### src/rtl/snq_pkg.sv
// ----------------------------------------------------------------------------
// snq_pkg
// Shared widths, stage payload types and the scale table of the quantizer.
// ----------------------------------------------------------------------------
package snq_pkg;

    localparam int NOTE_W    = 7;
    localparam int SEL_W     = 4;
    localparam int STEPS     = 12;
    localparam int POS_W     = 4;
    localparam int SUM_W     = 9;
    localparam int PROD_W    = 16;
    localparam int QUOT_W    = 5;
    localparam int DIST_W    = 4;
    localparam int CFG_IDX_W = 1;

    // Bias of eleven octaves keeps note - root + BIAS positive.
    localparam logic [SUM_W-1:0]  BIAS        = SUM_W'(132);
    // Reciprocal of twelve scaled by 2^11; exact for sums below 260.
    localparam logic [7:0]        RECIP_12    = 8'd171;
    localparam int                RECIP_SHIFT = 11;
    localparam logic [SUM_W-1:0]  STEPS_SUM   = SUM_W'(STEPS);
    localparam logic [POS_W:0]    STEPS_UP    = (POS_W+1)'(STEPS);

    typedef enum logic [CFG_IDX_W-1:0] {
        REG_SCALE_SELECT = 1'b0,
        REG_KEY_ROOT     = 1'b1
    } cfg_reg_t;

    typedef logic [STEPS-1:0] tone_mask_t;

    typedef struct packed {
        logic [NOTE_W-1:0] note;
        tone_mask_t        mask;
        logic [SUM_W-1:0]  sum;
    } snq_s1_t;

    typedef struct packed {
        logic [NOTE_W-1:0] note;
        tone_mask_t        mask;
        logic [POS_W-1:0]  pos;
    } snq_s2_t;

    typedef struct packed {
        logic [NOTE_W-1:0] note;
        logic [DIST_W-1:0] dist_dn;
        logic [DIST_W-1:0] dist_up;
    } snq_s3_t;

    // Bit t is set when the scale holds the tone t semitones above the root.
    function automatic tone_mask_t scale_mask(input logic [SEL_W-1:0] sel);
        tone_mask_t m;
        case (sel)
            4'd1:    m = 12'hAB5;
            4'd2:    m = 12'h5AD;
            4'd3:    m = 12'h6AD;
            4'd4:    m = 12'h5AB;
            4'd5:    m = 12'hAD5;
            4'd6:    m = 12'h6B5;
            4'd7:    m = 12'h4A9;
            4'd8:    m = 12'h295;
            4'd9:    m = 12'h9AD;
            4'd10:   m = 12'h56B;
            4'd11:   m = 12'h555;
            default: m = 12'hFFF;
        endcase
        return m;
    endfunction

endpackage

### src/rtl/scale_note_quantizer.sv
// ----------------------------------------------------------------------------
// scale_note_quantizer
// Snaps a MIDI note to the nearest tone of the selected scale and key.
// ----------------------------------------------------------------------------
//  Channel   Signals                                   Direction
//  input     in_valid, in_stall, note_in               into the block
//  output    out_valid, out_stall, note_out            out of the block
//  config    cfg_valid, cfg_ready, cfg_index, cfg_data into the block
//
// One note is taken every cycle while in_stall is low; a result passes
// through four register stages with a valid bit each.
// Reset clears the valid bits and sets the scale to chromatic, root 0.
// A stalled output holds its note; a bubble in front of it still advances,
// and in_stall rises only when every stage holds a note.
module scale_note_quantizer (
    input  logic                           clk,
    input  logic                           rst_n,
    input  logic                           in_valid,
    output logic                           in_stall,
    input  logic [snq_pkg::NOTE_W-1:0]     note_in,
    output logic                           out_valid,
    input  logic                           out_stall,
    output logic [snq_pkg::NOTE_W-1:0]     note_out,
    input  logic                           cfg_valid,
    output logic                           cfg_ready,
    input  logic [snq_pkg::CFG_IDX_W-1:0]  cfg_index,
    input  logic [snq_pkg::NOTE_W-1:0]     cfg_data
);
    import snq_pkg::*;

    logic [SEL_W-1:0]   scale_sel_reg;
    logic [NOTE_W-1:0]  key_root_reg;
    logic               s1_valid;
    logic               s2_valid;
    logic               s3_valid;
    snq_s2_t            s2_data;
    snq_s3_t            s3_data;
    logic               out_en;
    logic               s3_en;
    logic               s2_en;
    logic               s1_en;

    assign out_en    = !out_valid || !out_stall;
    assign s3_en     = !s3_valid || out_en;
    assign s2_en     = !s2_valid || s3_en;
    assign s1_en     = !s1_valid || s2_en;
    assign in_stall  = !s1_en;
    assign cfg_ready = 1'b1;

    always_ff @(posedge clk or negedge rst_n)
    begin
        if (!rst_n)
        begin
            scale_sel_reg <= '0;
            key_root_reg  <= '0;
        end
        else if (cfg_valid)
        begin
            case (cfg_reg_t'(cfg_index))
                REG_SCALE_SELECT: scale_sel_reg <= cfg_data[SEL_W-1:0];
                REG_KEY_ROOT:     key_root_reg  <= cfg_data;
                default:          key_root_reg  <= key_root_reg;
            endcase
        end
    end

    snq_offset u_offset (
        .clk       (clk),
        .rst_n     (rst_n),
        .in_load   (in_valid),
        .note_in   (note_in),
        .scale_sel (scale_sel_reg),
        .root      (key_root_reg),
        .s2_en     (s2_en),
        .s1_valid  (s1_valid),
        .s2_valid  (s2_valid),
        .s2_data   (s2_data)
    );

    snq_search u_search (
        .clk      (clk),
        .rst_n    (rst_n),
        .s3_en    (s3_en),
        .s2_valid (s2_valid),
        .s2_data  (s2_data),
        .s3_valid (s3_valid),
        .s3_data  (s3_data)
    );

    snq_select u_select (
        .clk       (clk),
        .rst_n     (rst_n),
        .out_en    (out_en),
        .s3_valid  (s3_valid),
        .s3_data   (s3_data),
        .out_valid (out_valid),
        .note_out  (note_out)
    );

endmodule

### src/rtl/snq_offset.sv
// ----------------------------------------------------------------------------
// snq_offset
// Two stages: biased note-to-root distance, then its position in the octave.
// ----------------------------------------------------------------------------
module snq_offset (
    input  logic                        clk,
    input  logic                        rst_n,
    input  logic                        in_load,
    input  logic [snq_pkg::NOTE_W-1:0]  note_in,
    input  logic [snq_pkg::SEL_W-1:0]   scale_sel,
    input  logic [snq_pkg::NOTE_W-1:0]  root,
    input  logic                        s2_en,
    output logic                        s1_valid,
    output logic                        s2_valid,
    output snq_pkg::snq_s2_t            s2_data
);
    import snq_pkg::*;

    logic                s1_valid_reg;
    logic                s2_valid_reg;
    snq_s1_t             s1_reg;
    snq_s1_t             s1_next;
    snq_s2_t             s2_reg;
    snq_s2_t             s2_next;
    logic [PROD_W-1:0]   prod;
    logic [QUOT_W-1:0]   quot;
    logic [SUM_W-1:0]    rem;

    always_comb
    begin
        s1_next.note = note_in;
        s1_next.mask = scale_mask(scale_sel);
        s1_next.sum  = {2'b00, note_in} + BIAS - {2'b00, root};
    end

    always_comb
    begin
        prod         = PROD_W'(s1_reg.sum) * PROD_W'(RECIP_12);
        quot         = prod[RECIP_SHIFT +: QUOT_W];
        rem          = s1_reg.sum - SUM_W'(quot) * STEPS_SUM;
        s2_next.note = s1_reg.note;
        s2_next.mask = s1_reg.mask;
        s2_next.pos  = rem[POS_W-1:0];
    end

    always_ff @(posedge clk or negedge rst_n)
    begin
        if (!rst_n)
        begin
            s1_valid_reg <= 1'b0;
            s2_valid_reg <= 1'b0;
        end
        else
        begin
            if (!s1_valid_reg || s2_en)
            begin
                s1_valid_reg <= in_load;
            end
            if (s2_en)
            begin
                s2_valid_reg <= s1_valid_reg;
            end
        end
    end

    always_ff @(posedge clk)
    begin
        if (in_load && (!s1_valid_reg || s2_en))
        begin
            s1_reg <= s1_next;
        end
        if (s2_en && s1_valid_reg)
        begin
            s2_reg <= s2_next;
        end
    end

    assign s1_valid = s1_valid_reg;
    assign s2_valid = s2_valid_reg;
    assign s2_data  = s2_reg;

endmodule

### src/rtl/snq_search.sv
// ----------------------------------------------------------------------------
// snq_search
// Finds the distances to the nearest scale tones at or below and at or above.
// ----------------------------------------------------------------------------
module snq_search (
    input  logic               clk,
    input  logic               rst_n,
    input  logic               s3_en,
    input  logic               s2_valid,
    input  snq_pkg::snq_s2_t   s2_data,
    output logic               s3_valid,
    output snq_pkg::snq_s3_t   s3_data
);
    import snq_pkg::*;

    logic              s3_valid_reg;
    snq_s3_t           s3_reg;
    snq_s3_t           s3_next;
    logic [POS_W-1:0]  tone_dn;
    logic [POS_W:0]    tone_up;

    always_comb
    begin
        tone_dn = '0;
        tone_up = STEPS_UP;
        for (int t = 0; t < STEPS; t++)
        begin
            if (s2_data.mask[t] && (POS_W'(t) <= s2_data.pos))
            begin
                tone_dn = POS_W'(t);
            end
        end
        for (int t = STEPS - 1; t >= 0; t--)
        begin
            if (s2_data.mask[t] && (POS_W'(t) >= s2_data.pos))
            begin
                tone_up = (POS_W+1)'(t);
            end
        end
        s3_next.note    = s2_data.note;
        s3_next.dist_dn = s2_data.pos - tone_dn;
        s3_next.dist_up = DIST_W'(tone_up - {1'b0, s2_data.pos});
    end

    always_ff @(posedge clk or negedge rst_n)
    begin
        if (!rst_n)
        begin
            s3_valid_reg <= 1'b0;
        end
        else if (s3_en)
        begin
            s3_valid_reg <= s2_valid;
        end
    end

    always_ff @(posedge clk)
    begin
        if (s3_en && s2_valid)
        begin
            s3_reg <= s3_next;
        end
    end

    assign s3_valid = s3_valid_reg;
    assign s3_data  = s3_reg;

endmodule

### src/rtl/snq_select.sv
// ----------------------------------------------------------------------------
// snq_select
// Picks the closer in-range candidate, lower on a tie, into the output register.
// ----------------------------------------------------------------------------
module snq_select (
    input  logic                        clk,
    input  logic                        rst_n,
    input  logic                        out_en,
    input  logic                        s3_valid,
    input  snq_pkg::snq_s3_t            s3_data,
    output logic                        out_valid,
    output logic [snq_pkg::NOTE_W-1:0]  note_out
);
    import snq_pkg::*;

    logic                 out_valid_reg;
    logic [NOTE_W-1:0]    note_reg;
    logic [NOTE_W-1:0]    note_next;
    logic [NOTE_W:0]      cand_dn;
    logic [NOTE_W:0]      cand_up;
    logic                 dn_ok;
    logic                 up_ok;

    always_comb
    begin
        cand_dn = {1'b0, s3_data.note} - (NOTE_W+1)'(s3_data.dist_dn);
        cand_up = {1'b0, s3_data.note} + (NOTE_W+1)'(s3_data.dist_up);
        dn_ok   = !cand_dn[NOTE_W];
        up_ok   = !cand_up[NOTE_W];
        if (dn_ok && (!up_ok || (s3_data.dist_dn <= s3_data.dist_up)))
        begin
            note_next = cand_dn[NOTE_W-1:0];
        end
        else
        begin
            note_next = cand_up[NOTE_W-1:0];
        end
    end

    always_ff @(posedge clk or negedge rst_n)
    begin
        if (!rst_n)
        begin
            out_valid_reg <= 1'b0;
        end
        else if (out_en)
        begin
            out_valid_reg <= s3_valid;
        end
    end

    always_ff @(posedge clk)
    begin
        if (out_en && s3_valid)
        begin
            note_reg <= note_next;
        end
    end

    assign out_valid = out_valid_reg;
    assign note_out  = note_reg;

endmodule
### config.mk
export PLATFORM = sky130hd
export DESIGN_NAME = scale_note_quantizer
export DESIGN_NICKNAME = d
export VERILOG_FILES = /design/src/rtl/snq_pkg.sv /design/src/rtl/scale_note_quantizer.sv /design/src/rtl/snq_offset.sv /design/src/rtl/snq_search.sv /design/src/rtl/snq_select.sv
export SDC_FILE = /design/constraint.sdc
export NUM_CORES = 1
export LEC_CHECK = 0
export ABC_AREA = 1
export BUFFER_PORTS_ARGS = -buffer_cell sky130_fd_sc_hd__buf_2
export CAP_MARGIN = 20
export CORE_MARGIN = 4
export CORE_UTILIZATION = 50
export DETAILED_ROUTE_END_ITERATION = 10
export GPL_TIMING_DRIVEN = 0
export HOLD_SLACK_MARGIN = 0.05
export PLACE_DENSITY = 0.67
export SYNTH_ARGS = -nofsm -noshare
export SYNTH_HDL_FRONTEND = slang
export SYNTH_SLANG_ARGS = --single-unit
### constraint.sdc
create_clock -name clk -period 9.3 [get_ports clk]
set_input_delay 0 -clock clk [delete_from_list [all_inputs] [get_ports clk]]
set_output_delay 0 -clock clk [all_outputs]
set_load 0.005 [all_outputs]
==> key figures, run 1 <==
Setup path
  • Buf/Inv on CP: 4
  • Crit path capture type: register
  • Critical Path Start Type: register
  • CP Data Required Time: 9430 ps
  • Critical Path Fanout Max: 5
  • CP max-delay cell: fa_1
  • Top cell family by delay on the critical path: adder cells
  • Critical path class: register to register
  • Crit path cell chain: ha_1 > fa_1 > inv_1 > fa_1 > fa_1 > inv_1 > ha_1 > a21oi_1 > nor2_1 > a211oi_1 > nand2_1 > nand2_1 > nand2_1 > inv_1 > ha_1 > xor2_1 > inv_1 > nand2_1 > nand2_1 > nand2_1 > nand2_1 > nand2_1 > nand2_1
  • Most used cell, CP: nand2_1
  • Crit path largest cell delay: 540 ps
  • Crit path DAT: 4800 ps

Synth
  • Mapped Area: 0.00559 sq mm
  • Mapped Avg Cell Area: 9.64 sq um
  • Mux cell area share after synthesis: 0%
  • Cells after synthesis: 580
  • Simple-gate portion of the synthesized area: between 10% and 20%
  • Sequential area share after synthesis: 44.9%
  • Predominant post-synthesis flop cell: edfxtp_1
  • Number of synthesized register bits: 86
  • Synth warn: 0
  • Unique masters post-synth: 36
  • Adder-cell area share of the yosys netlist: 21.6%
  • Compound-Gate Fraction of Synth Area: 7.25%
  • Post-synthesis async set-or-reset flop share: 17.4%
  • Mapped Nets: 685
  • XOR/XNOR share of the synthesized area: about 3.4%
  • Number of synthesized flops with an enable pin: 71
  • Main combinational cell family by area after synthesis: adder cells

Finish
  • Storage cell area: 0.00251 sq mm
  • P&R area growth vs syn: 13.8%
  • Most frequent cells in the layout: 120 x nand2_1, 119 x inv_1, 71 x edfxtp_1
  • Diode count: 0
  • Max FFs per register: 27
  • Post-Layout Inst Area: 0.00636 sq mm
  • Nets@finish: 749
  • Filler cells: 910
  • Area of the multi-input gates: roughly 0.0026 sq mm
  • Commonest non-fill, non-tap cell in the layout: nand2_1
  • Layout cell share with drive strength beyond 1: 9.55%

CTS
  • CTS Buffer Depth: 2
  • Hold Buf Count CTS: 23
  • Root Buffer: clkbuf_8
  • Clock Latency Late Sink: between 300 and 400 ps
  • CTS tree: built
  • CTS buffer count: 9
  • Clock sinks: 86
  • H-tree depth: 3
  • Post-CTS setup buffers: 0
  • Clock Pin Slew Worst Setup and Hold Paths: 90 ps
  • Post-CTS Resized: 0

Timing
  • Worst Setup Slack, final: 4630 ps
  • Skew final: ~12 ps
  • Slew @ Worst Pin: 857 ps
  • Hold_ws: 68.9 ps
  • Slew Viols, Final: 0
  • Max-slew headroom: 42.9%
  • RSZ-0062 raised after global routing: no
  • Final Hold Fails: 0
  • Final worst path period need: ~4700 ps
  • Period utilization: between 50% and 60%
  • # setup viols final: 0
  • Max frequency: 214 MHz
  • Post-route setup TNS: 0 ps

Die
  • Die width: 114 microns
  • Rows: 38
  • Io pins: 30
  • Die Area: 0.0129 sq mm
  • Initial core utilization: 51.3%
  • Die height: 114 microns
  • Core area: 0.0109 sq mm

Global routing
  • Vias in the first global route: between 4000 and 5000
  • Initial antenna violation count: 0
  • GRT overflow: 0
  • Largest net degree at the start of global routing: 23
  • First-pass GRT wire length: 17300 microns
  • Gr usage total: ~17%

Route
  • DRC violations left: 0
  • DRT Pass-1 Iters: 4
  • Routed len/inst: about 12 microns
  • Vias per cell: 4.96
  • Vias post-DR: about 4000
  • DRT iter0 DRCs: 253
  • Detailed Route WL: just under 10000 microns
  • Detail Route Antenna Nets: 0

Placed design
  • Gpl congestion: 0.854
  • PortBufs: 28
  • Pre-CTS WS: between 4000 and 5000 ps
  • HPWL Detailed: 7630 microns
  • Area after DPL: 0.00594 sq mm

Status
  • Outcome: completed

Power and ir drop
  • Max VDD drop: 203 uV
  • Clock power frac: 11.4%
  • P_sw: between 0.9 and 1 mW
  • Leakage power figure: 3.12 nW
  • PwrDens: 346 mW/mm^2
  • Sw frac: roughly 44%
  • Internal power: 1.22 mW
  • Comb power frac: 60.4%
  • Reg power frac: 28.2%

Flow run
  • Max-Cap Viols: 0

Min path
  • Worst Hold Class: input pin to async pin
-- routing by layer --
layer  share of wire [%]  wire length (microns)  GRT usage (%)
met2                  49                   4830           29.5
met3                 3.8                    374           3.66
met5                   0                      0              0
met4                 1.5                    148           4.65
met1                  45                   4420           20.2
-- final cells by class --
type                    count  area share, %
flip-flops and latches     86           39.4
repair buffers             53           6.29
clock inverters             5          0.472
multi-input cells         368           40.9
inverters                 121           7.14
clock buffers              11           2.56
plain buffers               5          0.472
well taps                 140           2.75
-- cell families (layout without fill, tap and decap cells) --
kind of cell,count (synthesis),count (layout)
and+or+nand+nor,187,187
buffers and inverters,126,195
DFF,86,86
adders and majority gates,85,85
AOI/OAI and AO/OA,73,73
xor gates and xnor gates,22,22
other,1,1
-- power groups by stage --
| stage | sequential [mW] | combinational, mW | clock (mW) |
|---|---|---|---|
| 2_1_floorplan | 0.615 | 1.03 | 0 |
| 3_3_place_gp | 0.630 | 1.25 | 0 |
| 3_5_place_dp | 0.631 | 1.32 | 0 |
| 4_1_cts | 0.622 | 1.34 | 0.258 |
| 5_1_grt | 0.630 | 1.56 | 0.277 |
| 6_report | 0.621 | 1.33 | 0.251 |
-- metrics by stage --
stage / utilization (%) / power, mW / std cells
4_1_cts: 58.4 / 2.22 / 789
5_1_grt: 58.4 / 2.47 / 789
6_report: 58.4 / 2.20 / 789
2_1_floorplan: - / 1.65 / 580
3_5_place_dp: 54.6 / 1.95 / 750
3_3_place_gp: 54.2 / 1.88 / 748
-- final timing paths --
| check | cells after the start | to | slack [ps] | from |
|---|---|---|---|---|
| worst max-delay path | 23 | u_offset.s2_data[3] | 4630 | u_offset.s1_reg[1] |
| worst min-delay path | 2 | scale_sel_reg[0] | 70 | rst_n |
| worst max register to register | 23 | u_offset.s2_data[3] | 4630 | u_offset.s1_reg[1] |
| worst min register to register | 0 | u_offset.s2_data[18] | 410 | u_offset.s1_reg[23] |
| max in group asynchronous | 2 | key_root_reg[3] | 8970 | rst_n |
| min in group clk | 2 | u_offset.s1_reg[23] | 390 | note_in[2] |
-- cells in the mapped netlist (3+ instances only) --
master | n | area [sq um]
inv_1 | 119 | 447
clkbuf_1 | 3 | 11.3
nand4_1 | 4 | 25.0
edfxtp_1 | 71 | 2130
fa_1 | 19 | 380
ha_1 | 66 | 826
nand3_1 | 25 | 125
o21ai_1 | 4 | 20.0
a21oi_1 | 29 | 145
xor2_1 | 16 | 140
nand2_2 | 6 | 37.5
o21ai_0 | 27 | 135
xnor2_1 | 6 | 52.6
nand2_1 | 120 | 450
nor2_1 | 25 | 93.8
dfrtp_1 | 15 | 375
-- worst register-to-register path, cell delays in order (launching register included) --
cell      delay [ps]
edfxtp_1         510
ha_1             380
fa_1             510
inv_1             60
fa_1             500
fa_1             540
inv_1             40
ha_1             320
a21oi_1          170
nor2_1            60
a211oi_1         290
nand2_1          100
nand2_1           70
nand2_1           70
inv_1             80
ha_1             160
xor2_1           200
inv_1             60
nand2_1           80
nand2_1           50
nand2_1           70
nand2_1           50
nand2_1           60
nand2_1           40
Power figures use the tool's default switching activity.
==> inputs of run 2 (changes only) <==
Settings changed: PLACE_DENSITY 0.67 to 0.7.
Clock period 9.3 ns to 4.25 ns, I/O delays scaled along.
==> run 2 against run 1 <==
The flow now finishes with violations (setup timing); clock skew rose by 3.6 ps; utilization rose by 1.6 points; non-clock buffer count rose by 4.
==> key figures, run 2 (synthesized netlist as in run 1, its figures left out) <==
Placed design
  • Placed Instances: 749 (was 750)
  • Gpl congestion: 0.854 (about the same)
  • PortBufs: 28 (unchanged)
  • HPWL Detailed: 7610 microns (was 7630 microns)

Timing
  • Max-slew headroom: 34.6% (was 42.9%)
  • Period utilization: 100% (was 50.3%)
  • Hold_ws: 68.6 ps (was 68.9 ps)
  • # setup viols final: 1 (was 0)
  • Max frequency: 235 MHz (was 214 MHz)
  • RSZ-0062 raised after global routing: yes (was no)
  • Slew Viols, Final: 0 (unchanged)
  • Final Hold Fails: 0 (unchanged)
  • Skew final: 16.1 ps (was 12.5 ps)
  • Final worst path period need: 4250 ps (was 4670 ps)
  • Worst Setup Slack, final: -4.42 ps (was 4630 ps)
  • Slew @ Worst Pin: 980 ps (was 857 ps)
  • Post-route setup TNS: -4.42 ps (was 0 ps)

CTS
  • Clock sinks: 86 (unchanged)
  • CTS tree: built (unchanged)
  • Root Buffer: clkbuf_8 (unchanged)
  • Clock Pin Slew Worst Setup and Hold Paths: 100 ps (was 90 ps)
  • H-tree depth: 3 (unchanged)
  • CTS buffer count: 9 (unchanged)
  • Clock Latency Late Sink: 350 ps (was 360 ps)
  • CTS Buffer Depth: 2 (unchanged)

Die
  • Core area: 0.0109 sq mm (unchanged)
  • Io pins: 30 (unchanged)
  • Initial core utilization: 51.3% (unchanged)
  • Die width: 114 microns (unchanged)
  • Die height: 114 microns (unchanged)
  • Rows: 38 (unchanged)
  • Die Area: 0.0129 sq mm (unchanged)

Route
  • DRT Pass-1 Iters: 4 (unchanged)
  • Routed len/inst: 12.4 microns (about the same)
  • Vias per cell: 4.94 (was 4.96)
  • Detailed Route WL: 9830 microns (was 9780 microns)
  • Detail Route Antenna Nets: 0 (unchanged)
  • DRT iter0 DRCs: 232 (was 253)
  • DRC violations left: 0 (unchanged)
  • Vias post-DR: 3916 (was 3910)

Setup path
  • Reg2Reg Setup Slack: -4 ps (was 4630 ps)
  • CP Data Required Time: 4360 ps (was 9430 ps)
  • CP max-delay cell: edfxtp_1 (was fa_1)
  • Reg2reg start: u_offset.s1_reg[2] (was u_offset.s1_reg[1])
  • Reg2reg end: u_offset.s2_data[3] (unchanged)
  • Critical Path Start Type: register (unchanged)
  • Top cell family by delay on the critical path: adder cells (unchanged)
  • Crit path DAT: 4360 ps (was 4800 ps)
  • Critical Path Fanout Max: 3 (was 5)
  • Critical path class: register to register (unchanged)
  • Most used cell, CP: nand2_1 (unchanged)
  • Buf/Inv on CP: 4 (unchanged)
  • R2r worst-path depth: 23 (unchanged)
  • Crit path capture type: register (unchanged)
  • Crit path largest cell delay: 520 ps (was 540 ps)
  • Crit path cell chain: ha_4 > fa_1 > fa_1 > inv_1 > fa_1 > inv_1 > ha_4 > nand2_1 > nor2_1 > a211oi_2 > nand2_1 > nand2_1 > nand2_2 > inv_2 > ha_4 > xor2_4 > inv_2 > nand2_2 > nand2_1 > nand2_1 > nand2_1 > nand2_1 > nand2_1 (was ha_1 > fa_1 > inv_1 > fa_1 > fa_1 > inv_1 > ha_1 > a21oi_1 > nor2_1 > a211oi_1 > nand2_1 > nand2_1 > nand2_1 > inv_1 > ha_1 > xor2_1 > inv_1 > nand2_1 > nand2_1 > nand2_1 > nand2_1 > nand2_1 > nand2_1)

Power and ir drop
  • Max VDD drop: 559 uV (was 203 uV)
  • PwrDens: 821 mW/mm^2 (was 346 mW/mm^2)
  • Final Power: 5.37 mW (was 2.20 mW)
  • Leakage power figure: 3.16 nW (was 3.12 nW)

Global routing
  • First-pass GRT wire length: 17400 microns (was 17300 microns)
  • Initial antenna violation count: 0 (unchanged)
  • Largest net degree at the start of global routing: 23 (unchanged)
  • GRT overflow: 0 (unchanged)
  • Vias in the first global route: 4008 (was 4011)
  • Gr usage total: 16.6% (about the same)

Finish
  • P&R area growth vs syn: 17.0% (was 13.8%)
  • Max FFs per register: 27 (unchanged)
  • Layout Cells excl Fill: 793 (was 789)
  • Diode count: 0 (unchanged)
  • Layout cell share with drive strength beyond 1: 12.7% (was 9.55%)
  • Most frequent cells in the layout: 118 x nand2_1, 116 x inv_1, 71 x edfxtp_1 (was 120 x nand2_1, 119 x inv_1, 71 x edfxtp_1)
  • Commonest non-fill, non-tap cell in the layout: nand2_1 (unchanged)
  • Nets@finish: 753 (was 749)

Flow run
  • Max-Cap Viols: 0 (unchanged)

Status
  • Failing checks: setup timing
  • Outcome: complete, but fails checks (was completed)

Min path
  • Worst Hold Class: input pin to async pin (unchanged)
[run 2: cell types whose count changed in the layout (fill, tap and decap cells not counted), sizes merged]
cell | before | now
clkinv | 4 | 2
inv | 122 | 124
dlygate4sd3 | 23 | 22
bufinv | 0 | 2
buf | 32 | 37
clkbuf | 14 | 12
[run 2: repair_timing]
| action | CTS | global route |
|---|---|---|
| setup buffers | 5 | 1 |
| endpoints found under the setup margin | 1 | 1 |
| pin swaps | 12 | 4 |
| gates cloned | 0 | 0 |
| hold endpoints to repair | 36 | 0 |
| resized for setup | 11 | 7 |
| hold buffers | 22 | 0 |
[run 2: metal layers]
| metal | wire, microns | share of wire (%) | GRT usage (%) |
|---|---|---|---|
| met2 | 5160 | 53 | 30.3 |
| met1 | 4280 | 44 | 20.0 |
| met3 | 303 | 3.1 | 3.45 |
| met4 | 80 | 0.81 | 4.09 |
| met5 | 0 | 0 | 0 |
[run 2: worst max path at each step]
stage | startpoint | end | slack [ps] | cells after the start
2_1_floorplan | u_offset.s1_reg[3] | u_offset.s2_data[3] | 60 | 23
3_3_place_gp | u_offset.s1_reg[1] | u_offset.s2_data[3] | -200 | 23
3_5_place_dp | u_offset.s1_reg[1] | u_offset.s2_data[3] | -350 | 23
4_1_cts | u_offset.s1_reg[2] | u_offset.s2_data[3] | 20 | 22
5_1_grt | u_offset.s1_reg[2] | u_offset.s2_data[3] | -210 | 23
6_report | u_offset.s1_reg[2] | u_offset.s2_data[3] | -4 | 23
[run 2: stage by stage]
step | utilization [%] | cell area [sq um] | setup WS (ps)
4_1_cts | 59.6 | 6490 | 19.0
5_1_grt | 60.1 | 6540 | -210
3_5_place_dp | 54.5 | 5930 | -351
3_3_place_gp | 54.3 | 5910 | -203
2_1_floorplan | - | 5600 | 55.3
6_report | 60.1 | 6540 | -4.42
[run 2: cell type report]
class / count / area, sq um
tap: 140 / 175
sequential: 86 / 2510
fill: 879 / 4350
clock buffer: 9 / 124
inverter: 121 / 454
buffer: 5 / 30.0
multi-input combinational: 368 / 2730
clock inverter: 7 / 103
timing repair buffer: 57 / 420
[run 2: report_power, final]
group	switching, mW	leakage, nW	internal, mW
clock	0.298	0.116	0.339
sequential	0.120	0.855	1.23
combinational	1.94	2.19	1.44
total	2.36	3.16	3.01
